## config.mk

```make
export PLATFORM = sky130hd
export DESIGN_NAME = serial_command_frame_encoder_flat
export DESIGN_NICKNAME = d
export VERILOG_FILES = /design/src/scfe_pkg.sv /design/src/scfe_if.sv /design/src/scfe_front.sv /design/src/scfe_queue.sv /design/src/scfe_back.sv /design/src/serial_command_frame_encoder.sv /design/src/flat_wrapper.sv
export SDC_FILE = /design/constraint.sdc
export NUM_CORES = 1
export LEC_CHECK = 0
export ABC_AREA = 1
export BUFFER_PORTS_ARGS = -buffer_cell sky130_fd_sc_hd__buf_2
export CORE_MARGIN = 5
export CORE_UTILIZATION = 55
export DETAILED_ROUTE_END_ITERATION = 10
export PLACE_DENSITY = 0.84
export SETUP_SLACK_MARGIN = 0.5
export SLEW_MARGIN = 20
export SYNTH_ARGS = -nofsm -noshare
export SYNTH_HDL_FRONTEND = slang
export SYNTH_SLANG_ARGS = --single-unit
```

## constraint.sdc

```tcl
create_clock -name clk -period 3.52 [get_ports clk]
set_input_delay 0.528 -clock clk [delete_from_list [all_inputs] [get_ports clk]]
set_output_delay 0.528 -clock clk [all_outputs]
set_load 0.1 [all_outputs]
```

## src/scfe_pkg.sv

```systemverilog
// ----------------------------------------------------------------------------
// scfe_pkg
// Shared types and constants for the serial command frame encoder.
// ----------------------------------------------------------------------------
`default_nettype none

package scfe_pkg;

    localparam int unsigned BYTE_W = 8;

    // Fixed frame bytes and length overheads
    localparam logic [BYTE_W-1:0] HEAD_BYTE    = 8'hAA;
    localparam logic [BYTE_W-1:0] TAIL_BYTE    = 8'hDD;
    localparam logic [BYTE_W-1:0] ERR_BYTE     = 8'h00;
    localparam logic [BYTE_W-1:0] LEN_OVERHEAD = 8'd3;
    localparam logic [BYTE_W:0]   FRAME_OVERHEAD = 9'd6;

    // Configuration register indexes and reset values
    localparam int unsigned CFG_INDEX_W = 8;
    localparam logic [CFG_INDEX_W-1:0] CFG_HDR_INDEX       = 8'd0;
    localparam logic [CFG_INDEX_W-1:0] CFG_MAX_FRAME_BYTES = 8'd1;
    localparam logic [BYTE_W-1:0] HDR_INDEX_RESET       = 8'd1;
    localparam logic [BYTE_W-1:0] MAX_FRAME_BYTES_RESET = 8'd240;

    // Descriptor queue between front and back
    localparam int unsigned QUEUE_DEPTH = 4;
    localparam int unsigned QPTR_W = (QUEUE_DEPTH > 1) ? $clog2(QUEUE_DEPTH) : 1;
    localparam int unsigned QCNT_W = $clog2(QUEUE_DEPTH + 1);

    typedef enum logic [1:0] {
        KIND_START   = 2'd0,
        KIND_PAYLOAD = 2'd1,
        KIND_ERROR   = 2'd2
    } desc_kind_t;

    // One classified input word, as handed from front to back
    typedef struct packed {
        desc_kind_t        kind;
        logic              has_pb;   // start word carries a payload byte
        logic              last;     // checksum and tail follow this word
        logic [BYTE_W-1:0] flen;
        logic [BYTE_W-1:0] idx;
        logic [BYTE_W-1:0] cmd;
        logic [BYTE_W-1:0] pb;
        logic [BYTE_W-1:0] sum;
    } desc_t;

    // Front-to-queue push group
    typedef struct packed {
        logic  valid;
        desc_t desc;
    } push_t;

    // Queue-to-back head group
    typedef struct packed {
        logic  valid;
        desc_t desc;
    } head_t;

endpackage

`default_nettype wire

```

## src/scfe_if.sv

```systemverilog
// ----------------------------------------------------------------------------
// scfe_if
// Handshake channels of the frame encoder: input words, output bytes, config.
// ----------------------------------------------------------------------------
`default_nettype none

interface scfe_item_if;
    import scfe_pkg::*;

    logic              valid;
    logic              ready;
    logic [BYTE_W-1:0] command;
    logic [BYTE_W-1:0] payload_len;
    logic [BYTE_W-1:0] payload_byte;

    modport source (output valid, command, payload_len, payload_byte, input ready);
    modport sink   (input valid, command, payload_len, payload_byte, output ready);
endinterface

interface scfe_result_if;
    import scfe_pkg::*;

    logic              valid;
    logic              ready;
    logic [BYTE_W-1:0] out_byte;
    logic              frame_done;
    logic              error;

    modport source (output valid, out_byte, frame_done, error, input ready);
    modport sink   (input valid, out_byte, frame_done, error, output ready);
endinterface

interface scfe_cfg_if;
    import scfe_pkg::*;

    logic                   valid;
    logic                   ready;
    logic [CFG_INDEX_W-1:0] index;
    logic [BYTE_W-1:0]      data;

    modport source (output valid, index, data, input ready);
    modport sink   (input valid, index, data, output ready);
endinterface

`default_nettype wire

```

## src/scfe_front.sv

```systemverilog
// ----------------------------------------------------------------------------
// scfe_front
// Accepts input words, tracks frame state and classifies each word.
// ----------------------------------------------------------------------------
`default_nettype none

module scfe_front (
    input  wire                  clk,
    input  wire                  rst_n,
    scfe_item_if.sink            item,
    scfe_cfg_if.sink             cfg,
    input  wire                  queue_full,
    output scfe_pkg::push_t      push
);
    import scfe_pkg::*;

    logic [BYTE_W-1:0] hdr_index_reg;
    logic [BYTE_W-1:0] max_frame_reg;
    logic [BYTE_W-1:0] running_sum_reg, running_sum_next;
    logic [BYTE_W-1:0] bytes_left_reg,  bytes_left_next;

    logic              accept;
    logic [BYTE_W-1:0] flen;
    logic [BYTE_W-1:0] base_sum;
    logic [BYTE_W-1:0] mid_sum;
    logic              oversize;
    desc_t             desc;

    assign cfg.ready  = 1'b1;
    assign item.ready = !queue_full;
    assign accept     = item.valid && !queue_full;

    assign flen     = item.payload_len + LEN_OVERHEAD;
    assign base_sum = flen + hdr_index_reg + item.command;
    assign mid_sum  = running_sum_reg + item.payload_byte;
    assign oversize = ({1'b0, item.payload_len} + FRAME_OVERHEAD) > {1'b0, max_frame_reg};

    always_comb
    begin
        desc             = '0;
        desc.flen        = flen;
        desc.idx         = hdr_index_reg;
        desc.cmd         = item.command;
        desc.pb          = item.payload_byte;
        running_sum_next = running_sum_reg;
        bytes_left_next  = bytes_left_reg;
        if (bytes_left_reg != '0)
        begin
            // continuation byte of a frame in progress
            desc.kind        = KIND_PAYLOAD;
            desc.has_pb      = 1'b1;
            desc.last        = (bytes_left_reg == 8'd1);
            desc.sum         = mid_sum;
            bytes_left_next  = bytes_left_reg - 8'd1;
            running_sum_next = desc.last ? '0 : mid_sum;
        end
        else if (oversize)
        begin
            desc.kind = KIND_ERROR;
        end
        else
        begin
            desc.kind   = KIND_START;
            desc.has_pb = (item.payload_len != '0);
            desc.last   = (item.payload_len <= 8'd1);
            desc.sum    = desc.has_pb ? (base_sum + item.payload_byte) : base_sum;
            bytes_left_next  = desc.has_pb ? (item.payload_len - 8'd1) : '0;
            running_sum_next = desc.last ? '0 : desc.sum;
        end
    end

    assign push.valid = accept;
    assign push.desc  = desc;

    always_ff @(posedge clk or negedge rst_n)
    begin
        if (!rst_n)
        begin
            hdr_index_reg   <= HDR_INDEX_RESET;
            max_frame_reg   <= MAX_FRAME_BYTES_RESET;
            running_sum_reg <= '0;
            bytes_left_reg  <= '0;
        end
        else
        begin
            if (cfg.valid)
            begin
                unique case (cfg.index)
                    CFG_HDR_INDEX:       hdr_index_reg <= cfg.data;
                    CFG_MAX_FRAME_BYTES: max_frame_reg <= cfg.data;
                    default:             ;
                endcase
            end
            if (accept)
            begin
                running_sum_reg <= running_sum_next;
                bytes_left_reg  <= bytes_left_next;
            end
        end
    end

endmodule

`default_nettype wire

```

## src/scfe_queue.sv

```systemverilog
// ----------------------------------------------------------------------------
// scfe_queue
// Short descriptor queue decoupling the front from the byte sequencer.
// ----------------------------------------------------------------------------
`default_nettype none

module scfe_queue (
    input  wire              clk,
    input  wire              rst_n,
    input  scfe_pkg::push_t  push,
    input  wire              pop,
    output logic             full,
    output scfe_pkg::head_t  head
);
    import scfe_pkg::*;

    desc_t               entries [QUEUE_DEPTH];
    logic [QPTR_W-1:0]   wr_ptr_reg;
    logic [QPTR_W-1:0]   rd_ptr_reg;
    logic [QCNT_W-1:0]   count_reg;
    logic                do_pop;

    assign full       = (count_reg == QCNT_W'(QUEUE_DEPTH));
    assign head.valid = (count_reg != '0);
    assign head.desc  = entries[rd_ptr_reg];
    assign do_pop     = pop && head.valid;

    function automatic logic [QPTR_W-1:0] ptr_inc(input logic [QPTR_W-1:0] p);
        ptr_inc = (p == QPTR_W'(QUEUE_DEPTH - 1)) ? '0 : p + 1'b1;
    endfunction

    always_ff @(posedge clk)
    begin
        if (push.valid)
            entries[wr_ptr_reg] <= push.desc;
    end

    always_ff @(posedge clk or negedge rst_n)
    begin
        if (!rst_n)
        begin
            wr_ptr_reg <= '0;
            rd_ptr_reg <= '0;
            count_reg  <= '0;
        end
        else
        begin
            if (push.valid)
                wr_ptr_reg <= ptr_inc(wr_ptr_reg);
            if (do_pop)
                rd_ptr_reg <= ptr_inc(rd_ptr_reg);
            if (push.valid && !do_pop)
                count_reg <= count_reg + 1'b1;
            else if (!push.valid && do_pop)
                count_reg <= count_reg - 1'b1;
        end
    end

endmodule

`default_nettype wire

```

## src/scfe_back.sv

```systemverilog
// ----------------------------------------------------------------------------
// scfe_back
// Expands each descriptor into frame bytes, one byte per output word.
// ----------------------------------------------------------------------------
`default_nettype none

module scfe_back (
    input  wire              clk,
    input  wire              rst_n,
    input  scfe_pkg::head_t  head,
    output logic             pop,
    scfe_result_if.source    result
);
    import scfe_pkg::*;

    typedef enum logic [3:0] {
        PH_NEW,
        PH_HEAD,
        PH_LEN,
        PH_IDX,
        PH_CMD,
        PH_PB,
        PH_SUM,
        PH_TAIL,
        PH_ERR
    } phase_t;

    phase_t            phase_reg;
    phase_t            cur_phase;
    phase_t            phase_next;
    logic              valid_reg;
    logic [BYTE_W-1:0] out_byte_reg;
    logic              frame_done_reg;
    logic              error_reg;

    logic              out_free;
    logic              emit;
    logic [BYTE_W-1:0] byte_val;
    logic              done_val;
    logic              err_val;

    assign out_free = !valid_reg || result.ready;
    assign emit     = head.valid && out_free;

    always_comb
    begin
        if (phase_reg == PH_NEW)
        begin
            unique case (head.desc.kind)
                KIND_START:   cur_phase = PH_HEAD;
                KIND_PAYLOAD: cur_phase = PH_PB;
                default:      cur_phase = PH_ERR;
            endcase
        end
        else
            cur_phase = phase_reg;
    end

    always_comb
    begin
        phase_next = PH_NEW;
        byte_val   = ERR_BYTE;
        done_val   = 1'b0;
        err_val    = 1'b0;
        unique case (cur_phase)
            PH_HEAD:
            begin
                byte_val   = HEAD_BYTE;
                phase_next = PH_LEN;
            end
            PH_LEN:
            begin
                byte_val   = head.desc.flen;
                phase_next = PH_IDX;
            end
            PH_IDX:
            begin
                byte_val   = head.desc.idx;
                phase_next = PH_CMD;
            end
            PH_CMD:
            begin
                byte_val   = head.desc.cmd;
                phase_next = head.desc.has_pb ? PH_PB : PH_SUM;
            end
            PH_PB:
            begin
                byte_val   = head.desc.pb;
                phase_next = head.desc.last ? PH_SUM : PH_NEW;
            end
            PH_SUM:
            begin
                byte_val   = head.desc.sum;
                phase_next = PH_TAIL;
            end
            PH_TAIL:
            begin
                byte_val   = TAIL_BYTE;
                done_val   = 1'b1;
                phase_next = PH_NEW;
            end
            PH_ERR:
            begin
                byte_val   = ERR_BYTE;
                done_val   = 1'b1;
                err_val    = 1'b1;
                phase_next = PH_NEW;
            end
            default:
            begin
                phase_next = PH_NEW;
            end
        endcase
    end

    // retire the descriptor with its final byte
    assign pop = emit && (phase_next == PH_NEW);

    always_ff @(posedge clk or negedge rst_n)
    begin
        if (!rst_n)
        begin
            phase_reg      <= PH_NEW;
            valid_reg      <= 1'b0;
            out_byte_reg   <= '0;
            frame_done_reg <= 1'b0;
            error_reg      <= 1'b0;
        end
        else
        begin
            if (emit)
            begin
                phase_reg      <= phase_next;
                valid_reg      <= 1'b1;
                out_byte_reg   <= byte_val;
                frame_done_reg <= done_val;
                error_reg      <= err_val;
            end
            else if (result.ready)
                valid_reg <= 1'b0;
        end
    end

    assign result.valid      = valid_reg;
    assign result.out_byte   = out_byte_reg;
    assign result.frame_done = frame_done_reg;
    assign result.error      = error_reg;

endmodule

`default_nettype wire

```

## src/serial_command_frame_encoder.sv

```systemverilog
// ----------------------------------------------------------------------------
// serial_command_frame_encoder
// Builds checksummed command frames for a serial link, one byte per word.
// ----------------------------------------------------------------------------
// Each input word is classified on acceptance and costs one output word per
// byte it produces: a continuation word gives its payload byte, or payload,
// checksum and tail on the last one; the first word of a frame gives the
// four header bytes, its payload byte if any, and checksum and tail if the
// frame ends there; an oversize frame gives a single error word. Payload
// bytes therefore stream at one word per cycle while the output is ready,
// set by the single output register; a four-entry descriptor queue absorbs
// the header and trailer bursts, so input ready only drops once that queue
// is full. Configuration writes are always accepted and take effect from
// the next frame start.
// ----------------------------------------------------------------------------
`default_nettype none

module serial_command_frame_encoder (
    input  wire            clk,
    input  wire            rst_n,
    scfe_item_if.sink      item,
    scfe_result_if.source  result,
    scfe_cfg_if.sink       cfg
);
    import scfe_pkg::*;

    // Front to queue: one classified descriptor per accepted input word
    push_t push;
    logic  queue_full;

    // Queue to back: oldest descriptor, dropped once its last byte goes out
    head_t head;
    logic  pop;

    // Hold frame state and registers, classify each accepted word
    scfe_front u_front (
        .clk        (clk),
        .rst_n      (rst_n),
        .item       (item),
        .cfg        (cfg),
        .queue_full (queue_full),
        .push       (push)
    );

    // Decouple classification from byte emission
    scfe_queue u_queue (
        .clk   (clk),
        .rst_n (rst_n),
        .push  (push),
        .pop   (pop),
        .full  (queue_full),
        .head  (head)
    );

    // Advance through the bytes of each descriptor into the output register
    scfe_back u_back (
        .clk    (clk),
        .rst_n  (rst_n),
        .head   (head),
        .pop    (pop),
        .result (result)
    );

endmodule

`default_nettype wire
```

## src/flat_wrapper.sv

```systemverilog
// flat-port wrapper written by rule: the top's interface ports become plain ports
module serial_command_frame_encoder_flat import scfe_pkg::*;
  (clk, rst_n, item_valid, item_command, item_payload_len, item_payload_byte, item_ready, result_valid, result_out_byte, result_frame_done, result_error, result_ready, cfg_valid, cfg_index, cfg_data, cfg_ready);
  scfe_item_if item_i ();
  scfe_result_if result_i ();
  scfe_cfg_if cfg_i ();
  input  wire clk;
  input  wire rst_n;
  input wire logic [$bits(item_i.valid)-1:0] item_valid;
  input wire logic [$bits(item_i.command)-1:0] item_command;
  input wire logic [$bits(item_i.payload_len)-1:0] item_payload_len;
  input wire logic [$bits(item_i.payload_byte)-1:0] item_payload_byte;
  output wire logic [$bits(item_i.ready)-1:0] item_ready;
  output wire logic [$bits(result_i.valid)-1:0] result_valid;
  output wire logic [$bits(result_i.out_byte)-1:0] result_out_byte;
  output wire logic [$bits(result_i.frame_done)-1:0] result_frame_done;
  output wire logic [$bits(result_i.error)-1:0] result_error;
  input wire logic [$bits(result_i.ready)-1:0] result_ready;
  input wire logic [$bits(cfg_i.valid)-1:0] cfg_valid;
  input wire logic [$bits(cfg_i.index)-1:0] cfg_index;
  input wire logic [$bits(cfg_i.data)-1:0] cfg_data;
  output wire logic [$bits(cfg_i.ready)-1:0] cfg_ready;
  assign item_i.valid = item_valid;
  assign item_i.command = item_command;
  assign item_i.payload_len = item_payload_len;
  assign item_i.payload_byte = item_payload_byte;
  assign item_ready = item_i.ready;
  assign result_valid = result_i.valid;
  assign result_out_byte = result_i.out_byte;
  assign result_frame_done = result_i.frame_done;
  assign result_error = result_i.error;
  assign result_i.ready = result_ready;
  assign cfg_i.valid = cfg_valid;
  assign cfg_i.index = cfg_index;
  assign cfg_i.data = cfg_data;
  assign cfg_ready = cfg_i.ready;
  serial_command_frame_encoder u_core (.clk(clk), .rst_n(rst_n), .item(item_i), .result(result_i), .cfg(cfg_i));
endmodule
```

# Word-level counts from Yosys, hierarchy flattened
# Memories as Yosys holds them, arrays and structs flattened.
# Index checks and enable logic that the tools add are counted.
[totals]
regBits = 54
latchBits = 0
ram_bits = 176
rom_bits = 0
in_bits = 45
output_inout_bits = 13
wordCells = 95
memories = 1
[mem_list]
columns = ["name", "words", "width", "read_ports", "rd_ports_with_merged_regs", "wr", "line", "text"]
rows = [
  ["u_core.u_queue.entries", 4, 44, 1, 0, 1, "scfe_queue.sv:17", "desc_t entries [QUEUE_DEPTH];"],
]
[op_classes]
n_addsub = 12
multipliers = 0
n_div = 0
magnitude_cmp = 2
n_eq_ne = 15
shifts = 0
mux = 29
bitwise_logic = 0
reduce_logical = 24
[op_table]
columns = ["cell", "n"]
rows = [
  ["$mux 8", 10],
  ["$pmux 8 s7", 1],
  ["$add 8x8->8", 4],
  ["$pmux 3 s6", 1],
  ["$eq 4x3->1 const B", 4],
  ["$eq 8x1->1 const B", 2],
  ["$reduce_bool 8->1", 2],
  ["$sub 8x1->8 const B", 2],
  ["$mux 2", 5],
  ["$add 8x3->9 const B", 1],
  ["$gt 9x8->1", 1],
  ["$mux 3", 3],
  ["$add 8x2->8 const B", 1],
  ["$eq 4x2->1 const B", 2],
  ["$le 8x1->1 const B", 1],
  ["$logic_not 4->1", 2],
  ["$logic_not 8->1", 1],
  ["$mux 4", 2],
  ["$pmux 4 s2", 1],
  ["$logic_and 1x1->1", 6],
  ["$mux 1", 6],
  ["$reduce_and 2->1", 3],
  ["$add 2x1->2 const B", 2],
  ["$eq 2x2->1 const B", 2],
  ["other kinds (13)", 17],
]

# Logic depth before layout (Yosys ltp)
# Gate-level depths: netlist of run 1.
# An unclocked memory read counts as a cell.
[logic_depth]
word_depth = 12
depth_mapped = 24
ltp_nobuf = 24

# By module
# Synthesis of run 1 repeated with hierarchy kept, for this count alone.
[unflattened]
cells_unflattened = 1303
area_unflattened_um2 = 12418.2
[modules_own_cells]
columns = ["mod", "instances", "cells_per_inst", "area_each_um2", "seq_area_each_um2"]
rows = [
  ["scfe_queue", 1, 567, 7514.7, 5460.2],
  ["scfe_front", 1, 548, 3806.2, 807.0],
  ["scfe_back", 1, 188, 1097.3, 350.3],
]

# Worst setup path after synthesis of run 1
# OpenSTA, ideal clock, no wires.
[synth_path]
path_type = "input-to-reg"
from = "in item_payload_len[1]"
to = "mem u_core.u_queue.entries[0][6] in the netlist's numbering, data pin"
setup_time_ns = 0.201
t_arrival_ns = 4.008
required_ns = 3.319
slack_ns = -0.689
cell_stages = 17
path_buffers = 0
path_cell_list = "inv_1 ha_1 nor3_1 xor2_1 fa_1 ha_1 a21oi_1 o21ai_0 xor2_1 inv_1 ha_1 nand2_1 or2_2 a31o_2 nand3_1 nand2_1 o21ai_0"
[synth_lines]
columns = ["item", "line", "text"]
rows = [
  ["start, declared", "flat_wrapper.sv:11", "input wire logic [$bits(item_i.payload_len)-1:0] item_payload_len;"],
  ["end, declared", "scfe_queue.sv:17", ""],
]

==> run_results.csv, run 1 <==
group,metric,value,unit
route,drc,0,
setup_path,critPathArrivalTime,3.88,ns
synthesis,post_synth_instance_area,0.0115,mm²
timing,finalSetupViolCount,0,
setup_path,crit_path_max_incr_delay,0.58,ns
synthesis,yosys-top-cells-area,"edfxtp_1 46%, dfrtp_1 10%, nand2_1 7.1%, o21ai_0 5.5%, ha_1 4.7%",
final_layout,final_util,66.8,%
route,ant_nets,0,
synthesis,synth_nets,1243,
setup_path,worst_setup_path_start_kind,"primary input",
flow_run,maxCapViolCount,0,
synthesis,ys_seq_elements,229,
placement,hpwl,18700,µm
global_route,grt_usage,23.3,%
cts,clkTransAtPathRegs,0.06,ns
die,dieWidth,154,µm
timing,maxSlewViolCount,0,
timing,worst_pin_slew,0.747,ns
placement,pre_cts_slack,-0.618,ns
final_layout,antennaDiodeCount,0,
die,io_pins,58,
synthesis,postSynthCellCount,1144,
route,routed_via_density,5.72,
cts,clock_path_buffers,3,
cts,cts.sinks,229,
timing,rsz0062_at_grt,"true",
route,drtPass1Iterations,5,
timing,hold_violations,0,
worst_hold_path,hold_path_class,"in -> async",
setup_path,worst-path-buf-inv,3,
placement,portBuffers,56,
setup_path,path_max_fanout,5,
synthesis,async_reset_ff_share,23.1,%
synthesis,synth_edf_count,176,
setup_path,cp_cell_sequence,"buf_8 -> clkinvlp_4 -> ha_4 -> a21o_4 -> xor2_2 -> fa_1 -> ha_4 -> nand2_1 -> nand2_1 -> a31oi_1 -> xor2_1 -> inv_1 -> ha_4 -> nand2_2 -> or2_4 -> a31o_4 -> nand3_2 -> nand2_2 -> o21ai_4",
setup_path,cpMostUsedCell,"ha_4",
die,die_y,154,µm
pwr,ir_worst_vdd,0.362,mV
synthesis,post_synth.cell_area_avg,10.0,µm²
route,routed_wl,28200,µm
final_layout,final_net_count,1352,
global_route,grt_max_degree,70,
route,wire_per_inst,18.3,µm
outcome,status,"complete, no violations",
die,coreArea,0.0204,mm²
setup_path,reg2reg_slack,0.19,ns
cts,cts_hold_buf,0,
final_layout,syn_to_final_growth,18.5,%
timing,fmax,284,MHz
global_route,grt_pass1_wl,44300,µm
placement,gp_congestion,0.899,
timing,max_slew_margin,50.2,%
final_layout,regMostFlops,"u_core.u_queue.entries",
pwr,leakage,5.64,nW
final_layout,drive_above_1_share,21.1,%
setup_path,critPathTopFamily,"adder cells",
route,vias,8820,
synthesis,ys_warn_count,0,
synthesis,netlist_top_cells_count,"216 x nand2_1, 176 x edfxtp_1, 126 x o21ai_0",
global_route,antenna_found_initial,1,
die,die_area,0.0238,mm²
synthesis,synth_top_cell_area_share,46.1,%
setup_path,endpoint_kind,"flip-flop",
timing,fin_ws,0.00501,ns
setup_path,cp.required,3.88,ns
cts,root_buffer,"clkbuf_16",
pwr,p_per_area,841,mW/mm²
synthesis,synth_top_cell_by_area,"edfxtp_1",
synthesis,synth_cell_types,42,
timing,finClkSkew,0.0225,ns
route,first_iter_violations,818,
global_route,grt-ovfl-total,0,
cts,insertion_delay,0.53,ns
synthesis,ys.flop_type,"edfxtp_1",
die,num_rows,52,
synthesis,yosysSeqAreaShare,57.7,%
setup_path,cpMaxStageDelayCell,"fa_1",
cts,cts_buffers,24,
timing,fin_crit_sh,99.9,%
synthesis,yosysMostFrequentCell,"nand2_1",
cts,tritoncts,"built",
cts,h-tree-depth,1,
final_layout,largest_reg_flops,176,
global_route,grt_pass1_vias,8504,
timing,fin_crit,3.51,ns
die,start_util,56.3,%
setup_path,critPathKind,"in -> reg",
## worst reg2reg max path, delay by kind of cell, from the launching register on
| kind | cells | cell delay, ns |
|---|---|---|
| AOI/OAI and AO/OA | 2 | 0.22 |
| xor gates and xnor gates | 1 | 0.21 |
| adders and majority gates | 4 | 1.38 |
| buffers and inverters | 2 | 0.15 |
| DFF | 1 | 0.42 |
| and+or+nand+nor | 7 | 0.67 |
## routing by layer
layer / track usage (%) / wire length, µm / up-vias
li1: - / - / 4137
met1: 31.6 / 11000 / 4234
met2: 39.3 / 13900 / 383
met3: 3.44 / 2390 / 64
met4: 7.40 / 841 / 2
met5: 0 / 15 / -
## power by group
part	leakage, nW	switching [W]	internal [W]
sequential	2.28	0.000286	0.00374
combinational	2.98	0.00332	0.00158
clock	0.380	0.00102	0.00149
## cells in the final DEF, fill, tap and decap left out, drive strengths merged, types with 32 or more instances in the layout
cell / Yosys / layout
inv: 109 / 109
o21ai: 130 / 130
dfrtp: 48 / 48
edfxtp: 176 / 176
clkbuf: 16 / 32
o22ai: 37 / 37
nand3: 71 / 71
ha: 43 / 43
nor2: 117 / 117
nand2: 230 / 230
a21oi: 42 / 42
buf: 29 / 128
## worst paths after layout
check | startpoint | end | cells after the start
min in group clk | result_ready | u_core.u_back.result.valid | 2
min reg2reg | u_core.u_back.result.out_byte[7] | u_core.u_back.result.out_byte[7] | 2
max | item_payload_len[1] | u_core.u_queue.entries[0][6] | 19
max in group asynchronous | rst_n | u_core.u_front.hdr_index_reg[1] | 2
min | rst_n | u_core.u_back.result.out_byte[2] | 2
max reg2reg | u_core.u_front.hdr_index_reg[1] | u_core.u_queue.entries[3][7] | 16
## timing repair
action                                  in CTS  in global routing
resized for setup                           27                 23
cloned                                       0                  0
buffers inserted                            12                  5
pin swaps                                   37                 28
endpoints found under the setup margin      29                 31
## final cells by class
class	count	area, µm²
fillers	1482	6770
flip-flops and latches	229	6620
multi-input cells	761	4570
repair buffers	128	862
clock buffers	32	631
inverters	109	418
well taps	270	338
clock inverters	12	155
## kinds of logic (layout without fill, tap and decap cells)
family                     after synthesis  after routing  synth area share, %
DFF                                    229            229                 57.7
adders and majority gates               54             54                 6.61
and+or+nand+nor                        452            452                 17.0
AOI/OAI and AO/OA                      224            224                 10.7
xor gates and xnor gates                30             30                 2.29
other                                    1              1               0.0327
buffers and inverters                  154            281                 5.66
## per-stage QoR
step	area, µm²	hold slack [ns]	std cells	TNS [ns]	total power, W
6_report	13600	0.127	1541	0	0.0114
5_1_grt	13600	0.241	1541	-2.04	0.0121
4_1_cts	13500	0.185	1536	0	0.0113
3_5_place_dp	12500	0.466	1480	-12.69	0.00861
3_3_place_gp	12500	0.459	1480	-11.38	0.00844
2_1_floorplan	11700	0.232	1144	-56.02	0.00731
No activity file was read; power rests on OpenSTA's default activity.
==> inputs of run 2 (changes only) <==
CORE_UTILIZATION = 35   (was 55)
HOLD_SLACK_MARGIN = 0.05   (was default)
PLACE_DENSITY = 0.6   (was 0.84)
==> run_results.csv, run 2 (synthesized netlist as in run 1, its figures left out) <==
group,metric,value,unit
die,dieWidth,191,µm
cts,insertion_delay,0.53,ns
final_layout,regMostFlops,"u_core.u_queue.entries",
route,vias,8611,
timing,worst_pin_slew,0.944,ns
die,num_rows,66,
die,die_area,0.0365,mm²
pwr,p_per_area,837,mW/mm²
setup_path,critPathArrivalTime,3.84,ns
cts,h-tree-depth,1,
route,drtPass1Iterations,5,
global_route,grt_max_degree,45,
global_route,grt_pass1_vias,8340,
outcome,failed_checks,"setup timing",
route,routed_via_density,5.00,
outcome,status,"finished, violations left",
setup_path,path_max_fanout,5,
cts,cts_buffers,26,
final_layout,final_net_count,1360,
setup_path,worst_setup_path_start_kind,"primary input",
timing,maxSlewViolCount,0,
setup_path,critPathKind,"in -> reg",
worst_hold_path,hold_path_class,"in -> async",
global_route,grt.busiest_layer,"met2",
timing,max_slew_margin,37.1,%
final_layout,fillers,3087,
route,routed_wl,29500,µm
cts,cts_hold_buf,0,
placement,gp_congestion,0.873,
route,ant_nets,0,
final_layout,antennaDiodeCount,0,
pwr,fin_total_pwr,0.0117,W
cts,root_buffer,"clkbuf_16",
timing,finalSetupViolCount,9,
pwr,leakage,5.72,nW
pwr,ir_worst_vdd,0.472,mV
cts,clkTransAtPathRegs,0.06,ns
final_layout,final_util,43.2,%
cts,tritoncts,"built",
die,start_util,35.3,%
global_route,use_met2,26.5,%
global_route,grt_usage,16.1,%
final_layout,layout_commonest_cell,"nand2_1",
final_layout,drive_above_1_share,21.9,%
timing,hold_violations,0,
final_layout,final_cell_mix,"204 x nand2_1, 176 x edfxtp_1, 116 x o21ai_0, 105 x nor2_1, 98 x inv_1",
final_layout,fin_cells,1723,
setup_path,cp.required,3.79,ns
placement,pre_cts_slack,-0.699,ns
placement,dpl.cell_count,1663,
die,io_pins,58,
cts,cts.sinks,229,
timing,rsz0062_at_grt,"true",
placement,portBuffers,56,
global_route,grt_use_met1,22.5,%
placement,hpwl,20100,µm
die,coreArea,0.0325,mm²
route,first_iter_violations,639,
final_layout,syn_to_final_growth,22.2,%
final_layout,final_area,0.0140,mm²
global_route,grt_util_met3,2.23,%
global_route,grt_pass1_wl,46400,µm
timing,fmax,280,MHz
timing,fin_ws,-0.0474,ns
timing,fin_crit_sh,101,%
die,die_y,191,µm
route,drc,0,
global_route,grt-ovfl-total,0,
timing,fin_crit,3.57,ns
flow_run,maxCapViolCount,0,
route,wire_per_inst,17.1,µm
cts,clock_path_buffers,3,
global_route,antenna_found_initial,1,
placement,dpl_cell_area,0.0128,mm²
final_layout,largest_reg_flops,176,
timing,finClkSkew,0.0146,ns
setup_path,endpoint_kind,"flip-flop",
run 2: cell count changes in the layout (fill, tap and decap cells not counted), sizes merged:
cell | previous run | this run
inv | 109 | 111
buf | 128 | 134
clkinv | 7 | 8
clkinvlp | 2 | 5
clkbuf | 32 | 29
bufinv | 3 | 4
run 2: power breakdown:
part           switching, W  total, W  leakage (nW)  internal, W
logic               0.00332   0.00492          3.01      0.00160
clock network       0.00110   0.00280         0.430      0.00170
registers          0.000268   0.00401          2.28      0.00374
run 2: path summary, 6_finish.rpt:
kind / start / end / slack, ns / cells after the start
hold reg to reg: u_core.u_back.result.out_byte[3] / u_core.u_back.result.out_byte[3] / 0.48 / 2
min in group clk: result_ready / u_core.u_back.result.valid / 0.18 / 2
setup / recovery: item_payload_len[1] / u_core.u_queue.entries[3][7] / -0.05 / 21
max in group asynchronous: rst_n / u_core.u_front.max_frame_reg[6] / 2.48 / 2
hold / removal: rst_n / u_core.u_back.result.out_byte[1] / 0.13 / 1
setup reg to reg: u_core.u_front.hdr_index_reg[1] / u_core.u_queue.entries[3][7] / 0.23 / 16
run 2: routing by layer:
metal | vias up | part of all wire (%)
li1 | 4159 | -
met1 | 4169 | 45
met2 | 216 | 47
met3 | 65 | 5.1
met4 | 2 | 2.8
met5 | - | 0.037
run 2: per-stage QoR:
stage,hold slack [ns],TNS [ns]
after floorplan,0.232,-56.02
after global placement,0.463,-11.74
after detailed placement,0.464,-14.54
after CTS,0.168,0
after global routing,0.175,-1.72
final,0.129,-0.250
run 2: timing repair:
item	4_1_cts	5_1_grt
endpoints found under the hold margin	0	0
gates resized for setup	20	35
pin swaps	33	37
setup buffers	5	7
setup endpoints to repair	29	32
run 2: cell type report:
type | instances | area [µm²] | share of cell area (%)
inverters | 109 | 418 | 2.98
well taps | 442 | 553 | 3.95
clock inverters | 19 | 214 | 1.53
flip-flops and latches | 229 | 6620 | 47.2
clock buffers | 29 | 683 | 4.88
repair buffers | 134 | 903 | 6.45
multi-input cells | 761 | 4620 | 33.0
run 2: worst max-delay path, stage by stage:
cell and delay, ns:
buf_8 0.08, clkinvlp_4 0.12, ha_4 0.18, a21o_4 0.25, xor2_4 0.16, fa_1 0.60, ha_4 0.24, nand2_2 0.08
nand2_2 0.07, nand2_1 0.06, nand3_1 0.09, xor2_1 0.18, ha_1 0.34, a21o_1 0.19, nor2_2 0.12, nand2_1 0.06
nand2_1 0.06, nand3_2 0.07, nand3b_1 0.18, nand2_1 0.09, o21ai_2 0.08
==> inputs of run 3 (changes only) <==
ABC_AREA = default   (was 1)
==> run_results.csv, run 3 <==
group,metric,value,unit
timing,fin_ws,-0.229,ns
global_route,grt_pass1_vias,7282,
synthesis,async_reset_ff_share,23.1,%
pwr,seqPwrFrac,35.9,%
global_route,grt_usage,15.1,%
final_layout,final_area,0.0140,mm²
worst_hold_path,hold_path_class,"in -> async",
pwr,switching_power,0.00408,W
timing,maxSlewViolCount,0,
route,vias,6908,
timing,hold_violations,0,
cts,cts_hold_buf,0,
setup_path,endpoint_kind,"flip-flop",
cts,clock_path_buffers,3,
pwr,ir_worst_vdd,0.466,mV
cts,tritoncts,"built",
placement,pre_cts_slack,-0.925,ns
final_layout,largest_reg_flops,176,
synthesis,synth_top_cell_area_share,47.8,%
cts,h-tree-depth,1,
setup_path,critPathKind,"in -> reg",
final_layout,drive_above_1_share,37.9,%
synthesis,postSynthCellCount,758,
final_layout,syn_to_final_growth,26.2,%
placement,dpl_cell_area,0.0124,mm²
timing,fin_crit_sh,107,%
final_layout,fin_cells,1349,
timing,worst_pin_slew,0.790,ns
final_layout,final_net_count,1028,
timing,rsz0062_at_grt,"true",
timing,max_slew_margin,47.2,%
cts,clkTransAtPathRegs,0.06,ns
final_layout,layout_commonest_cell,"edfxtp_1",
synthesis,netlist_top_cells_count,"176 x edfxtp_1, 48 x dfrtp_1, 46 x nand2_1",
pwr,swShare,35.8,%
final_layout,fillers,2803,
die,coreArea,0.0314,mm²
route,first_iter_violations,505,
synthesis,synth_edf_count,176,
cts,root_buffer,"clkbuf_16",
die,die_area,0.0353,mm²
timing,fin_crit,3.75,ns
final_layout,antennaDiodeCount,0,
timing,fmax,267,MHz
placement,gp_congestion,0.845,
outcome,status,"finished, violations left",
pwr,combPwrFrac,41.3,%
flow_run,maxCapViolCount,0,
die,io_pins,58,
placement,portBuffers,56,
route,ant_nets,0,
timing,whs,0.0634,ns
timing,finalSetupViolCount,20,
cts,insertion_delay,0.53,ns
route,wire_per_inst,20.0,µm
route,drtPass1Iterations,5,
synthesis,ys_warn_count,0,
timing,finClkSkew,0.0101,ns
synthesis,post_synth_instance_area,0.0111,mm²
final_layout,final_cell_mix,"176 x edfxtp_1, 92 x buf_4, 54 x buf_2, 46 x nand2_1, 46 x dfrtp_1",
synthesis,synth_nets,857,
global_route,grt-ovfl-total,0,
synthesis,synth_cell_types,72,
route,drc,0,
die,dieWidth,188,µm
final_layout,regMostFlops,"u_core.u_queue.entries",
die,start_util,35.3,%
setup_path,worst_setup_path_start_kind,"primary input",
placement,dpl.cell_count,1264,
synthesis,yosysMostFrequentCell,"edfxtp_1",
synthesis,synth_top_cell_by_area,"edfxtp_1",
pwr,leakage,5.34,nW
global_route,grt_max_degree,45,
cts,cts_buffers,25,
die,die_y,188,µm
pwr,power.share.clock,22.8,%
setup_path,path_max_fanout,3,
synthesis,yosys-top-cells-area,"edfxtp_1 48%, dfrtp_1 11%, mux4_2 9.0%, ha_1 4.9%, fa_1 2.0%",
pwr,fin_total_pwr,0.0114,W
placement,hpwl,18600,µm
outcome,failed_checks,"setup timing",
synthesis,ys_seq_elements,229,
synthesis,ys.flop_type,"edfxtp_1",
pwr,p_per_area,814,mW/mm²
global_route,antenna_found_initial,0,
synthesis,yosysSeqAreaShare,59.8,%
route,routed_wl,27000,µm
cts,cts.sinks,229,
die,num_rows,65,
global_route,grt_pass1_wl,42000,µm
route,routed_via_density,5.12,
synthesis,post_synth.cell_area_avg,14.6,µm²
setup_path,cp.required,3.93,ns
setup_path,critPathArrivalTime,4.16,ns
pwr,p_int,0.00730,W
-- run 3: cell count changes in the layout (fill, tap and decap cells not counted), moves of 35 or more --
cell | before | now
inv_1 | 98 | 32
mux4_2 | 0 | 44
nand2_1 | 204 | 46
nand3_1 | 64 | 6
nor2_1 | 105 | 32
o21ai_0 | 116 | 26
o22ai_1 | 36 | 1
-- run 3: repair_timing --
item,4_1_cts,5_1_grt
setup buffers,34,4
pin swaps,23,15
cloned,2,0
endpoints found under the setup margin,52,57
gates resized for setup,60,24
-- run 3: power by group through the flow --
| stage | logic [W] | clock network [W] | registers [W] |
|---|---|---|---|
| after detailed placement | 0.00433 | 0 | 0.00415 |
| after global placement | 0.00427 | 0 | 0.00412 |
| final | 0.00470 | 0.00259 | 0.00408 |
| after CTS | 0.00462 | 0.00266 | 0.00409 |
| after global routing | 0.00512 | 0.00278 | 0.00415 |
| after floorplan | 0.00276 | 0 | 0.00440 |
-- run 3: cell type report --
cell class | instances | area [µm²] | share of cell area (%)
timing repair buffer | 178 | 1330 | 9.55
multi-input combinational | 459 | 4560 | 32.6
clock inverter | 16 | 175 | 1.25
tap | 402 | 503 | 3.60
inverter | 36 | 139 | 0.994
sequential | 229 | 6620 | 47.4
clock buffer | 29 | 641 | 4.58
-- run 3: kinds of logic after synthesis --
group                      Yosys count  synth area share (%)
buffers and inverters               72                  2.91
and+or+nand+nor                    149                  6.87
adders and majority gates           54                  6.85
muxes                               71                  11.6
DFF                                229                  59.8
xor gates and xnor gates            37                  3.05
other                                1                0.0339
AOI/OAI and AO/OA                  145                  8.86
-- run 3: through the flow --
stage,util [%],TNS (ns)
2_1_floorplan,-,-4.11
3_3_place_gp,39.6,-18.58
3_5_place_dp,39.6,-21.40
4_1_cts,44.0,-1.15
5_1_grt,44.5,-4.52
6_report,44.5,-2.16
-- run 3: worst max-delay path: stages --
cell	delay [ns]
buf_8	0.08
clkinvlp_4	0.13
ha_4	0.31
inv_2	0.04
fa_1	0.48
ha_2	0.18
inv_2	0.04
fa_2	0.34
buf_4	0.14
buf_4	0.12
buf_6	0.11
xnor2_4	0.15
ha_4	0.30
o21ai_4	0.06
buf_4	0.13
o21bai_4	0.11
a21oi_2	0.07
xnor2_1	0.12
mux2i_1	0.18
buf_4	0.17
o32ai_1	0.08
mux2_4	0.29
-- run 3: routing by layer --
| metal | track usage [%] | vias up | share of wire [%] |
|---|---|---|---|
| met3 | 1.94 | 38 | 4.0 |
| met4 | 2.63 | 0 | 1.7 |
| met5 | 0 | - | 0 |
| li1 | - | 3229 | - |
| met1 | 20.5 | 3506 | 44 |
| met2 | 26.5 | 135 | 50 |
-- run 3: path summary, 6_finish.rpt --
kind / startpoint / slack, ns / to / depth (start not counted)
min in group clk: cfg_data[6] / 0.24 / u_core.u_front.hdr_index_reg[6] / 3
hold reg to reg: u_core.u_back.result.out_byte[2] / 0.48 / u_core.u_back.result.out_byte[2] / 2
setup / recovery: item_payload_len[1] / -0.23 / u_core.u_front.running_sum_reg[5] / 22
max in group asynchronous: rst_n / 2.59 / u_core.u_front.hdr_index_reg[0] / 2
hold / removal: rst_n / 0.06 / u_core.u_front.bytes_left_reg[4] / 1
setup reg to reg: u_core.u_front.hdr_index_reg[1] / -0.13 / u_core.u_front.running_sum_reg[5] / 18
